### config.mk
export PLATFORM = sky130hd
export DESIGN_NAME = clock_with_countdown_timer_core
export DESIGN_NICKNAME = d
export VERILOG_FILES = /design/src/hw/rtl/cwct_pkg.sv /design/src/hw/rtl/clock_with_countdown_timer_core.sv
export SDC_FILE = /design/constraint.sdc
export NUM_CORES = 1
export LEC_CHECK = 0
export BUFFER_PORTS_ARGS = -buffer_cell sky130_fd_sc_hd__clkbuf_2
export CAP_MARGIN = 20
export CELL_PAD_IN_SITES_DETAIL_PLACEMENT = 0
export CELL_PAD_IN_SITES_GLOBAL_PLACEMENT = 2
export CORE_MARGIN = 2
export CORE_UTILIZATION = 43
export CTS_BUF_LIST = sky130_fd_sc_hd__clkbuf_4
export CTS_CLUSTER_SIZE = 16
export DETAILED_ROUTE_END_ITERATION = 10
export PLACE_DENSITY_LB_ADDON = 0.05
export SYNTH_ARGS = -nofsm -noshare
export SYNTH_HDL_FRONTEND = slang
export SYNTH_SLANG_ARGS = --single-unit
export TNS_END_PERCENT = 1
### constraint.sdc
create_clock -name clk -period 14.6 [get_ports clk]
set_input_delay 1.46 -clock clk [delete_from_list [all_inputs] [get_ports clk]]
set_output_delay 1.46 -clock clk [all_outputs]
set_load 0.005 [all_outputs]
### src/hw/rtl/cwct_pkg.sv
// ----------------------------------------------------------------------------
// cwct_pkg
// Types and constants shared by the clock with countdown timer.
// ----------------------------------------------------------------------------
package cwct_pkg;

  // One tick: the three button levels, 1 = pressed.
  typedef struct packed {
    logic minute_button;
    logic hour_button;
    logic mode_button;
  } in_item_t;

  // State after the tick.
  typedef struct packed {
    logic [4:0] clock_hours;
    logic [5:0] clock_minutes;
    logic [5:0] clock_seconds;
    logic [4:0] countdown_hours;
    logic [5:0] countdown_minutes;
    logic [5:0] countdown_seconds;
    logic       in_timer_mode;
    logic       countdown_running;
    logic       buzzer_on;
  } out_item_t;

  // Configuration register indexes.
  localparam logic [7:0] REG_WAIT_COUNT  = 8'd0;
  localparam logic [7:0] REG_BUZZ_LENGTH = 8'd1;

  // Button slots in the debounce arrays.
  localparam int BTN_MINUTE = 0;
  localparam int BTN_HOUR   = 1;
  localparam int BTN_MODE   = 2;
  localparam int NUM_BTN    = 3;

  localparam logic [5:0] SECS_MAX      = 6'd59;
  localparam logic [5:0] MINS_PER_HOUR = 6'd60;
  localparam logic [4:0] HOURS_PER_DAY = 5'd24;

  localparam logic [4:0] RESET_HOURS   = 5'd3;
  localparam logic [5:0] RESET_MINUTES = 6'd34;
  localparam logic [7:0] RESET_WAIT    = 8'd5;
  localparam logic [7:0] RESET_BUZZ    = 8'd3;

endpackage

### src/hw/rtl/clock_with_countdown_timer_core.sv
// ----------------------------------------------------------------------------
// clock_with_countdown_timer_core
// Time-of-day clock with debounced buttons, a countdown timer and a buzzer.
// ----------------------------------------------------------------------------
// Usage:
//   Input channel (in_valid / in_stall / in_data): one item per tick, carrying
//   the minute, hour and mode button levels. The item is taken at a clock edge
//   with in_valid high and in_stall low.
//   Output channel (out_valid / out_stall / out_data): one item per input
//   item, holding the clock, the countdown, the mode flags and the buzzer
//   drive as they stand after that tick.
//   Configuration channel (cfg_valid / cfg_ready / cfg_index / cfg_data):
//   register 0 is the debounce threshold, register 1 the buzzer length.
//   cfg_ready is always high; write only while no item is in flight.
// Timing and throughput:
//   A result appears in the cycle after its item is taken. One item per cycle
//   is sustained while out_stall is low; the whole tick update is one pass of
//   logic into the state and result registers.
// Reset (rst, synchronous): the clock reads 03:34:00, the countdown is zero,
//   clock mode, buzzer idle, debounce counters cleared, registers at 5 and 3.
// Stall: while a result waits under out_stall, in_stall is raised and the
//   result register holds; a result taken in the same cycle frees the slot.
// ----------------------------------------------------------------------------
module clock_with_countdown_timer_core #(
  parameter int COUNT_WIDTH = 8
) (
  input  logic                 clk,
  input  logic                 rst,
  input  logic                 in_valid,
  output logic                 in_stall,
  input  cwct_pkg::in_item_t   in_data,
  output logic                 out_valid,
  input  logic                 out_stall,
  output cwct_pkg::out_item_t  out_data,
  input  logic                 cfg_valid,
  output logic                 cfg_ready,
  input  logic [7:0]           cfg_index,
  input  logic [7:0]           cfg_data
);
  import cwct_pkg::*;

  localparam int CMP_W = (COUNT_WIDTH > 8) ? COUNT_WIDTH : 8;
  localparam logic [COUNT_WIDTH-1:0] RUN_MAX = {COUNT_WIDTH{1'b1}};

  logic [7:0] wait_count;
  logic [7:0] buzz_length;

  logic [4:0] hours_reg;
  logic [5:0] minutes_reg;
  logic [5:0] seconds_reg;
  logic [4:0] cd_hours_reg;
  logic [5:0] cd_minutes_reg;
  logic [5:0] cd_seconds_reg;
  logic       mode_flag;
  logic       running_flag;
  logic       buzz_active;
  logic [7:0] buzz_ticks_done;

  logic [COUNT_WIDTH-1:0] press_run   [NUM_BTN];
  logic [COUNT_WIDTH-1:0] release_run [NUM_BTN];
  logic [NUM_BTN-1:0]     press_latched;

  logic [COUNT_WIDTH-1:0] press_run_next   [NUM_BTN];
  logic [COUNT_WIDTH-1:0] release_run_next [NUM_BTN];
  logic [NUM_BTN-1:0]     press_latched_next;
  logic [NUM_BTN-1:0]     fire;
  logic [NUM_BTN-1:0]     level;

  logic [4:0] hours_next;
  logic [5:0] minutes_next;
  logic [5:0] seconds_next;
  logic [4:0] cd_hours_next;
  logic [5:0] cd_minutes_next;
  logic [5:0] cd_seconds_next;
  logic       mode_next;
  logic       running_next;
  logic       buzz_active_next;
  logic [7:0] buzz_ticks_next;
  logic       buzzer_next;

  logic accept;

  assign in_stall  = out_valid & out_stall;
  assign accept    = in_valid & ~in_stall;
  assign cfg_ready = 1'b1;

  assign level[BTN_MINUTE] = in_data.minute_button;
  assign level[BTN_HOUR]   = in_data.hour_button;
  assign level[BTN_MODE]   = in_data.mode_button;

  // Debounce: a press fires once per latch; the latch clears after a long
  // enough release.
  always_comb begin
    for (int b = 0; b < NUM_BTN; b++) begin
      fire[b]               = 1'b0;
      press_run_next[b]     = press_run[b];
      release_run_next[b]   = release_run[b];
      press_latched_next[b] = press_latched[b];
      if (level[b]) begin
        if (press_run[b] != RUN_MAX) begin
          press_run_next[b] = press_run[b] + 1'b1;
        end
        release_run_next[b] = '0;
        if (CMP_W'(press_run_next[b]) > CMP_W'(wait_count)) begin
          fire[b]               = ~press_latched[b];
          press_latched_next[b] = 1'b1;
          press_run_next[b]     = '0;
        end
      end else begin
        if (release_run[b] != RUN_MAX) begin
          release_run_next[b] = release_run[b] + 1'b1;
        end
        press_run_next[b] = '0;
        if (CMP_W'(release_run_next[b]) > CMP_W'(wait_count)) begin
          release_run_next[b]   = '0;
          press_latched_next[b] = 1'b0;
        end
      end
    end
  end

  // Tick update, in order: mode button, minute and hour buttons, countdown,
  // buzzer, then the clock second.
  always_comb begin
    hours_next       = hours_reg;
    minutes_next     = minutes_reg;
    seconds_next     = seconds_reg;
    cd_hours_next    = cd_hours_reg;
    cd_minutes_next  = cd_minutes_reg;
    cd_seconds_next  = cd_seconds_reg;
    mode_next        = mode_flag;
    running_next     = running_flag;
    buzz_active_next = buzz_active;
    buzz_ticks_next  = buzz_ticks_done;
    buzzer_next      = 1'b0;

    if (fire[BTN_MODE]) begin
      if (!mode_flag) begin
        mode_next = 1'b1;
      end else if (running_flag) begin
        cd_hours_next   = '0;
        cd_minutes_next = '0;
        cd_seconds_next = '0;
        running_next    = 1'b0;
        mode_next       = 1'b0;
      end else begin
        buzz_ticks_next = '0;
        running_next    = 1'b1;
      end
    end

    if (fire[BTN_MINUTE]) begin
      if (!mode_next) begin
        if (minutes_next < MINS_PER_HOUR) minutes_next = minutes_next + 6'd1;
      end else begin
        cd_minutes_next = (cd_minutes_next >= SECS_MAX) ? 6'd0 : cd_minutes_next + 6'd1;
      end
    end

    if (fire[BTN_HOUR]) begin
      if (!mode_next) begin
        if (hours_next < HOURS_PER_DAY) hours_next = hours_next + 5'd1;
      end else begin
        if (cd_hours_next < HOURS_PER_DAY) cd_hours_next = cd_hours_next + 5'd1;
      end
    end

    if (mode_next && running_next) begin
      if (cd_hours_next == '0 && cd_minutes_next == '0 && cd_seconds_next == '0) begin
        running_next     = 1'b0;
        mode_next        = 1'b0;
        buzz_active_next = 1'b1;
        buzz_ticks_next  = '0;
      end else begin
        if (cd_seconds_next != '0) cd_seconds_next = cd_seconds_next - 6'd1;
        // A borrow happens as soon as the seconds sit at zero.
        if (cd_seconds_next == '0 && cd_minutes_next != '0) begin
          cd_minutes_next = cd_minutes_next - 6'd1;
          cd_seconds_next = SECS_MAX;
        end
        if (cd_minutes_next == '0 && cd_hours_next != '0) begin
          cd_hours_next   = cd_hours_next - 5'd1;
          cd_minutes_next = SECS_MAX;
        end
      end
    end

    if (buzz_active_next) begin
      if (buzz_ticks_next < buzz_length) begin
        buzz_ticks_next = buzz_ticks_next + 8'd1;
        buzzer_next     = 1'b1;
      end else begin
        buzz_active_next = 1'b0;
      end
    end

    if (seconds_next < MINS_PER_HOUR) seconds_next = seconds_next + 6'd1;
    if (seconds_next == MINS_PER_HOUR) begin
      if (minutes_next < MINS_PER_HOUR) minutes_next = minutes_next + 6'd1;
      seconds_next = '0;
    end
    if (minutes_next == MINS_PER_HOUR) begin
      if (hours_next < HOURS_PER_DAY) hours_next = hours_next + 5'd1;
      minutes_next = '0;
    end
    if (hours_next == HOURS_PER_DAY) hours_next = '0;
  end

  always_ff @(posedge clk) begin
    if (rst) begin
      wait_count  <= RESET_WAIT;
      buzz_length <= RESET_BUZZ;
    end else if (cfg_valid && cfg_ready) begin
      if (cfg_index == REG_WAIT_COUNT) wait_count <= cfg_data;
      if (cfg_index == REG_BUZZ_LENGTH) buzz_length <= cfg_data;
    end
  end

  always_ff @(posedge clk) begin
    if (rst) begin
      hours_reg       <= RESET_HOURS;
      minutes_reg     <= RESET_MINUTES;
      seconds_reg     <= '0;
      cd_hours_reg    <= '0;
      cd_minutes_reg  <= '0;
      cd_seconds_reg  <= '0;
      mode_flag       <= 1'b0;
      running_flag    <= 1'b0;
      buzz_active     <= 1'b0;
      buzz_ticks_done <= '0;
      press_latched   <= '0;
      for (int b = 0; b < NUM_BTN; b++) begin
        press_run[b]   <= '0;
        release_run[b] <= '0;
      end
    end else if (accept) begin
      hours_reg       <= hours_next;
      minutes_reg     <= minutes_next;
      seconds_reg     <= seconds_next;
      cd_hours_reg    <= cd_hours_next;
      cd_minutes_reg  <= cd_minutes_next;
      cd_seconds_reg  <= cd_seconds_next;
      mode_flag       <= mode_next;
      running_flag    <= running_next;
      buzz_active     <= buzz_active_next;
      buzz_ticks_done <= buzz_ticks_next;
      press_latched   <= press_latched_next;
      for (int b = 0; b < NUM_BTN; b++) begin
        press_run[b]   <= press_run_next[b];
        release_run[b] <= release_run_next[b];
      end
    end
  end

  always_ff @(posedge clk) begin
    if (rst) begin
      out_valid <= 1'b0;
    end else if (accept) begin
      out_valid <= 1'b1;
    end else if (!out_stall) begin
      out_valid <= 1'b0;
    end
  end

  always_ff @(posedge clk) begin
    if (accept) begin
      out_data.clock_hours       <= hours_next;
      out_data.clock_minutes     <= minutes_next;
      out_data.clock_seconds     <= seconds_next;
      out_data.countdown_hours   <= cd_hours_next;
      out_data.countdown_minutes <= cd_minutes_next;
      out_data.countdown_seconds <= cd_seconds_next;
      out_data.in_timer_mode     <= mode_next;
      out_data.countdown_running <= running_next;
      out_data.buzzer_on         <= buzzer_next;
    end
  end

endmodule

==> results.toml, run 1 <==
[status]
outcome = "completed"

[sta]
tns_ps = 0
maxSlewViolCount = 0
hold_slack_ps = 481
fmaxAchievable_mhz = 124
period_share_pct = 55.4
period_needed_ps = 8080
hold_violations = 0
relSlewSlack_pct = 40.2
tightest_slew_ps = 890
skew_ps = 30.4
rsz0062_at_grt = "false"
setup_viol = 0

[synthesis]
ys_top_cells_by_area = "edfxtp_1 (25%), dfxtp_1 (13%), ha_1 (9.1%)"
ys_seq_area_share_pct = 37.9
yosysWarningCount = 0
synth-edff-count = 85
synth_compound_area_share_pct = 18.9
synth.avg_cell_area_um2 = 9.05
syn-num-nets = 1223
synth-seq-cells = 150
synth.area.mux_share_pct = 4.93
synthArstFlopShare_pct = 0
yosysMostFrequentCell = "nor2_1"
synth_top_area_cell = "edfxtp_1"
ys_types = 92
synth_area_um2 = 10200
yosys.area_share.simple_pct = 22.3
synth_top_area_share_pct = 25.1
synthXorXnorAreaFrac_pct = 3.01
synth_fa_ha_area_share_pct = 9.10
synth_common_cells = "nor2_1 (107), edfxtp_1 (85), nand2_1 (80)"
synth_ff_type = "edfxtp_1"
synth_top_family_by_area = "simple AND/OR/NAND/NOR gates"
synth_cells = 1125

[global_routing]
grt.total_usage_pct = 22.3
grt_pass1_vias = 8254
grt-ovfl-total = 0
grt_max_degree = 72
antenna_found_initial = 1
grt_pass1_wl_mm = 43.6

[finish]
fill_cells = 2321
layout-drive-gt1-share_pct = 12.7
largestRegisters = "out_data x37, press_run x24, release_run x24"
finalInstanceArea_um2 = 11100
multi_input_comb_area_um2 = 5930
layoutNonFillerInstCount = 1513
regArea_um2 = 3850
top_register = "out_data"
nets = 1277
area_growth_pct = 8.91
largest_reg_flops = 37

[route]
wire_per_inst_um = 17.6
vias = 8538
drc_errors = 0
drt_iter0_markers = 483
vias_per_cell = 5.64
drt-pass1-iter-count = 4
routed_wl_mm = 26.6
ant_nets = 0

[cts]
numCtsBuffers = 17
numClockSinks = 150
root_buffer = "clkbuf_4"
cts_resized = 0
cts_buffer_depth = 2
cts_hold_buf = 0
postCtsSetupRepairBufs = 0
clkSlewWorstSetupHoldPaths_ps = 150
clock_latency_ps = 570
htreeDepth = 4
cts_tree = "built"

[power_and_ir_drop]
power_uw = 941
p_leak_nw = 4.49
power_density_nw_per_um2 = 84.9
ir_drop_v = 0.0000402

[worst_setup_path]
path_buf_inv = 0
worstSetupPathType = "reg -> reg"
critPathSlowestCell = "nor3_1"
path_max_fanout = 12
r2r_slack_ps = 6520
required_ps = 15110
path_common_cell = "ha_1"
worst-endpoint-arrival_ps = 8590
timing.rr.start = "press_run[0][16]"
r2r_cells = 30
end_kind = "register"
start_kind = "register"
path_delay_family = "compound AO/OA/AOI/OAI gates"
r2r-end = "buzz_ticks_done[7]"
critPathMaxStageDelay_ps = 770

[placed_design]
io_buffers = 62
hpwl_mm = 19.2
dp.cells = 1479
routabilityCongestion = 0.816
place_area_um2 = 10800

[floorplan]
initial_core_util_pct = 43.6
die_y_um = 158
core_area_um2 = 23300
die_w_um = 158
rows = 56
ioPinCount = 64
dieArea_um2 = 24900

[min_path]
min_path_type = "reg -> reg"
hold_start = "press_latched[1]"
hold_end = "press_latched[1]"
holdPathStages = 2

[job]
maxCapViolations = 0
## worst reg2reg max path: cells and delay by family, from the launching register on
kind / cells / cell delay [ps]
AO/OA/AOI/OAI: 12 / 3140
adder cells (fa/ha/maj): 4 / 1140
flip-flops: 1 / 410
multiplexers: 1 / 350
AND/OR/NAND/NOR: 13 / 2990
## power by group
| group | switching (mW) | leakage [nW] | total (mW) | internal, mW |
|---|---|---|---|---|
| combinational | 0.113 | 2.91 | 0.181 | 0.0683 |
| clock | 0.169 | 0.160 | 0.274 | 0.106 |
| sequential | 0.0169 | 1.42 | 0.485 | 0.469 |
## logic make-up (layout without fill, tap and decap cells)
| family | after synthesis | after routing |
|---|---|---|
| AO/OA/AOI/OAI | 281 | 281 |
| other | 1 | 3 |
| AND/OR/NAND/NOR | 441 | 441 |
| multiplexers | 47 | 47 |
| flip-flops | 150 | 150 |
| adder cells (fa/ha/maj) | 74 | 74 |
| buffers and inverters | 96 | 163 |
| XOR/XNOR | 35 | 35 |
## per-stage QoR
stage	setup WS, ps	util, %
after floorplan	7220	-
after global placement	6780	46.3
after detailed placement	6580	46.3
after CTS	6550	47.5
after global routing	5750	47.5
final	6520	47.5
## final cells by class
type / count / share of cell area [%]
Antenna cell: 2 / 0.0452
Clock buffer: 18 / 1.22
Clock inverter: 14 / 1.33
Inverter: 58 / 1.96
Multi-Input combinational cell: 879 / 53.5
Sequential cell: 150 / 34.8
Tap cell: 319 / 3.60
Timing Repair Buffer: 73 / 3.54
## how the worst max path moves through the flow
| stage | from | to | depth (start not counted) |
|---|---|---|---|
| after global placement | press_run[0][16] | buzz_ticks_done[7] | 32 |
| after global routing | press_run[0][17] | buzz_ticks_done[7] | 32 |
| final | press_run[0][16] | buzz_ticks_done[7] | 30 |
| after floorplan | press_run[0][16] | buzz_ticks_done[7] | 34 |
| after CTS | press_run[0][16] | buzz_ticks_done[7] | 32 |
| after detailed placement | press_run[0][16] | buzz_ticks_done[7] | 32 |
## metal layers
layer  share of wire [%]  track usage (%)  up-vias  wire length (µm)
met3                 3.2             3.81       21               846
met1                  50             30.9     4056             13200
met2                  46             36.4      130             12200
met4                 1.4             5.28        0               365
met5                   0                0        -                 0
li1                    -                -     4331                 -
## layout by cell type (no fill, tap or decap), drive strengths merged, types with 6 or more instances in the layout
cell    Yosys  final
nor2b      25     25
nor2      108    108
a22o        7      7
buf        15     11
edfxtp     85     85
and2       15     15
mux2i      35     35
inv        57     63
mux2       12     12
nand4      20     20
a211oi     13     13
and4       11     11
ha         74     74
nand2      81     81
o211ai      8      8
nand2b     12     12
o21ai      68     68
nand3      69     69
a21oi      66     66
clkbuf     23     80
nor3       24     24
and3       38     38
or3         6      6
o21a       16     16
a31oi      15     15
a21o       10     10
xnor2      24     24
xor2       11     11
o31ai       7      7
dfxtp      65     65
clkinv      1      7
No activity file was read; power rests on OpenSTA's default activity.
==> run 2: changes to the inputs <==
--- a/config.mk
+++ b/config.mk
@@ -10,7 +10,7 @@
 export CELL_PAD_IN_SITES_DETAIL_PLACEMENT = 0
 export CELL_PAD_IN_SITES_GLOBAL_PLACEMENT = 2
 export CORE_MARGIN = 2
-export CORE_UTILIZATION = 43
+export CORE_UTILIZATION = 40
 export CTS_BUF_LIST = sky130_fd_sc_hd__clkbuf_4
 export CTS_CLUSTER_SIZE = 16
 export DETAILED_ROUTE_END_ITERATION = 10
==> constraint.sdc (replaced) <==
create_clock -name clk -period 8 [get_ports clk]
set_input_delay 0.8 -clock clk [delete_from_list [all_inputs] [get_ports clk]]
set_output_delay 0.8 -clock clk [all_outputs]
set_load 0.005 [all_outputs]
==> results.toml, run 2 (synthesized netlist as in run 1, its figures left out) <==
[status]
outcome = "completed"

[placed_design]
io_buffers = 62
dp_slack_ps = 111
routabilityCongestion = 0.878
hpwl_mm = 19.8

[finish]
largest_reg_flops = 37
largestRegisters = "out_data x37, press_run x24, release_run x24"
area_growth_pct = 9.95
nets = 1289
layout_common_cells = "nor2_1 (106), edfxtp_1 (85), nand2_1 (80)"
layout-drive-gt1-share_pct = 14.4
final_common_cell = "nor2_1"
top_register = "out_data"

[power_and_ir_drop]
power_mw = 1.69
power_density_nw_per_um2 = 151
ir_drop_v = 0.0000833
p_leak_nw = 4.53

[cts]
numCtsBuffers = 17
cts_buffer_depth = 2
htreeDepth = 4
root_buffer = "clkbuf_4"
clock_latency_ps = 580
cts_tree = "built"
numClockSinks = 150
cts_hold_buf = 0
clkSlewWorstSetupHoldPaths_ps = 150

[worst_setup_path]
end_kind = "register"
r2r_cells = 33
r2r_slack_ps = 530
start_kind = "register"
worstSetupPathType = "reg -> reg"
critPathSlowestCell = "o31a_4"
critPathMaxStageDelay_ps = 450
worst-endpoint-arrival_ps = 7980
required_ps = 8520
path_max_fanout = 12

[route]
routed_wl_mm = 27.6
vias = 8624
drt-pass1-iter-count = 4
vias_per_cell = 5.62
drc_errors = 0
drt_iter0_markers = 490
ant_nets = 0
wire_per_inst_um = 18.0

[floorplan]
core_area_um2 = 25100
die_w_um = 164
ioPinCount = 64
rows = 58
die_y_um = 164
dieArea_um2 = 26700
initial_core_util_pct = 40.5

[job]
maxCapViolations = 0

[sta]
tightest_slew_ps = 849
period_needed_ps = 7470
layout_setup_ws_ps = 534
fmaxAchievable_mhz = 134
period_share_pct = 93.3
skew_ps = 35.4
setup_viol = 0
maxSlewViolCount = 0
hold_violations = 0
rsz0062_at_grt = "false"
relSlewSlack_pct = 42.9
tns_ps = 0

[min_path]
min_path_type = "in -> reg"
holdPathStages = 3

[global_routing]
met2_usage_pct = 34.0
grt_max_degree = 46
globalRouteMet3Util_pct = 2.95
grt_util_met1_pct = 29.3
grt-busiest-layer = "met2"
grt_pass1_vias = 8164
grt_pass1_wl_mm = 44.1
grt.total_usage_pct = 21.0
grt-ovfl-total = 0
antenna_found_initial = 1
-- run 2: cell count changes in the layout (fill, tap and decap cells not counted), sizes merged --
cell      change
clkinvlp      +1
bufinv        -2
diode         -1
buf          +12
clkinv        +2
clkbuf        -1
-- run 2: per-layer routing --
metal  vias up  part of all wire, %
met3        28                  3.0
met2       139                   46
met4         0                  1.8
li1       4344                    -
met1      4113                   49
met5         -                    0
-- run 2: what timing repair did --
item	4_1_cts	5_1_grt
setup endpoints to repair	0	8
buffers inserted	0	5
resized for setup	0	10
-- run 2: cell type report --
class                      count  area (µm²)
clock buffer                  17         128
sequential                   150        3850
clock inverter                15         120
inverter                      58         218
multi-input combinational    879        5970
timing repair buffer          85         483
antenna                        1        2.50
fill                        2544       13900
tap                          330         413
-- run 2: power by group --
part	switching [mW]	total (mW)	internal (mW)	leakage [nW]
logic	0.210	0.343	0.132	2.97
registers	0.0304	0.885	0.855	1.42
clock network	0.328	0.459	0.131	0.141
-- run 2: worst max-delay path: cells and delay by family, from the launching register on --
kind	cells	cell delay, ps
AO/OA/AOI/OAI	13	2900
buffers and inverters	1	170
multiplexers	1	340
flip-flops	1	430
adder cells (fa/ha/maj)	5	1340
AND/OR/NAND/NOR	13	2250
-- run 2: worst paths after layout --
check	from	end
worst min-delay path	in_valid	out_valid
worst max register to register	press_run[0][16]	buzz_ticks_done[7]
worst min register to register	press_latched[1]	press_latched[1]
worst max-delay path	press_run[0][16]	buzz_ticks_done[7]
-- run 2: metrics by stage --
stage / hold WS (ps) / instances / cell area (µm²) / util, %
after floorplan: 439 / 1125 / 10200 / -
after global placement: 461 / 1497 / 10900 / 43.3
after detailed placement: 467 / 1497 / 10900 / 43.3
after CTS: 388 / 1529 / 11100 / 44.2
after global routing: 407 / 1535 / 11200 / 44.6
final: 437 / 1535 / 11200 / 44.6
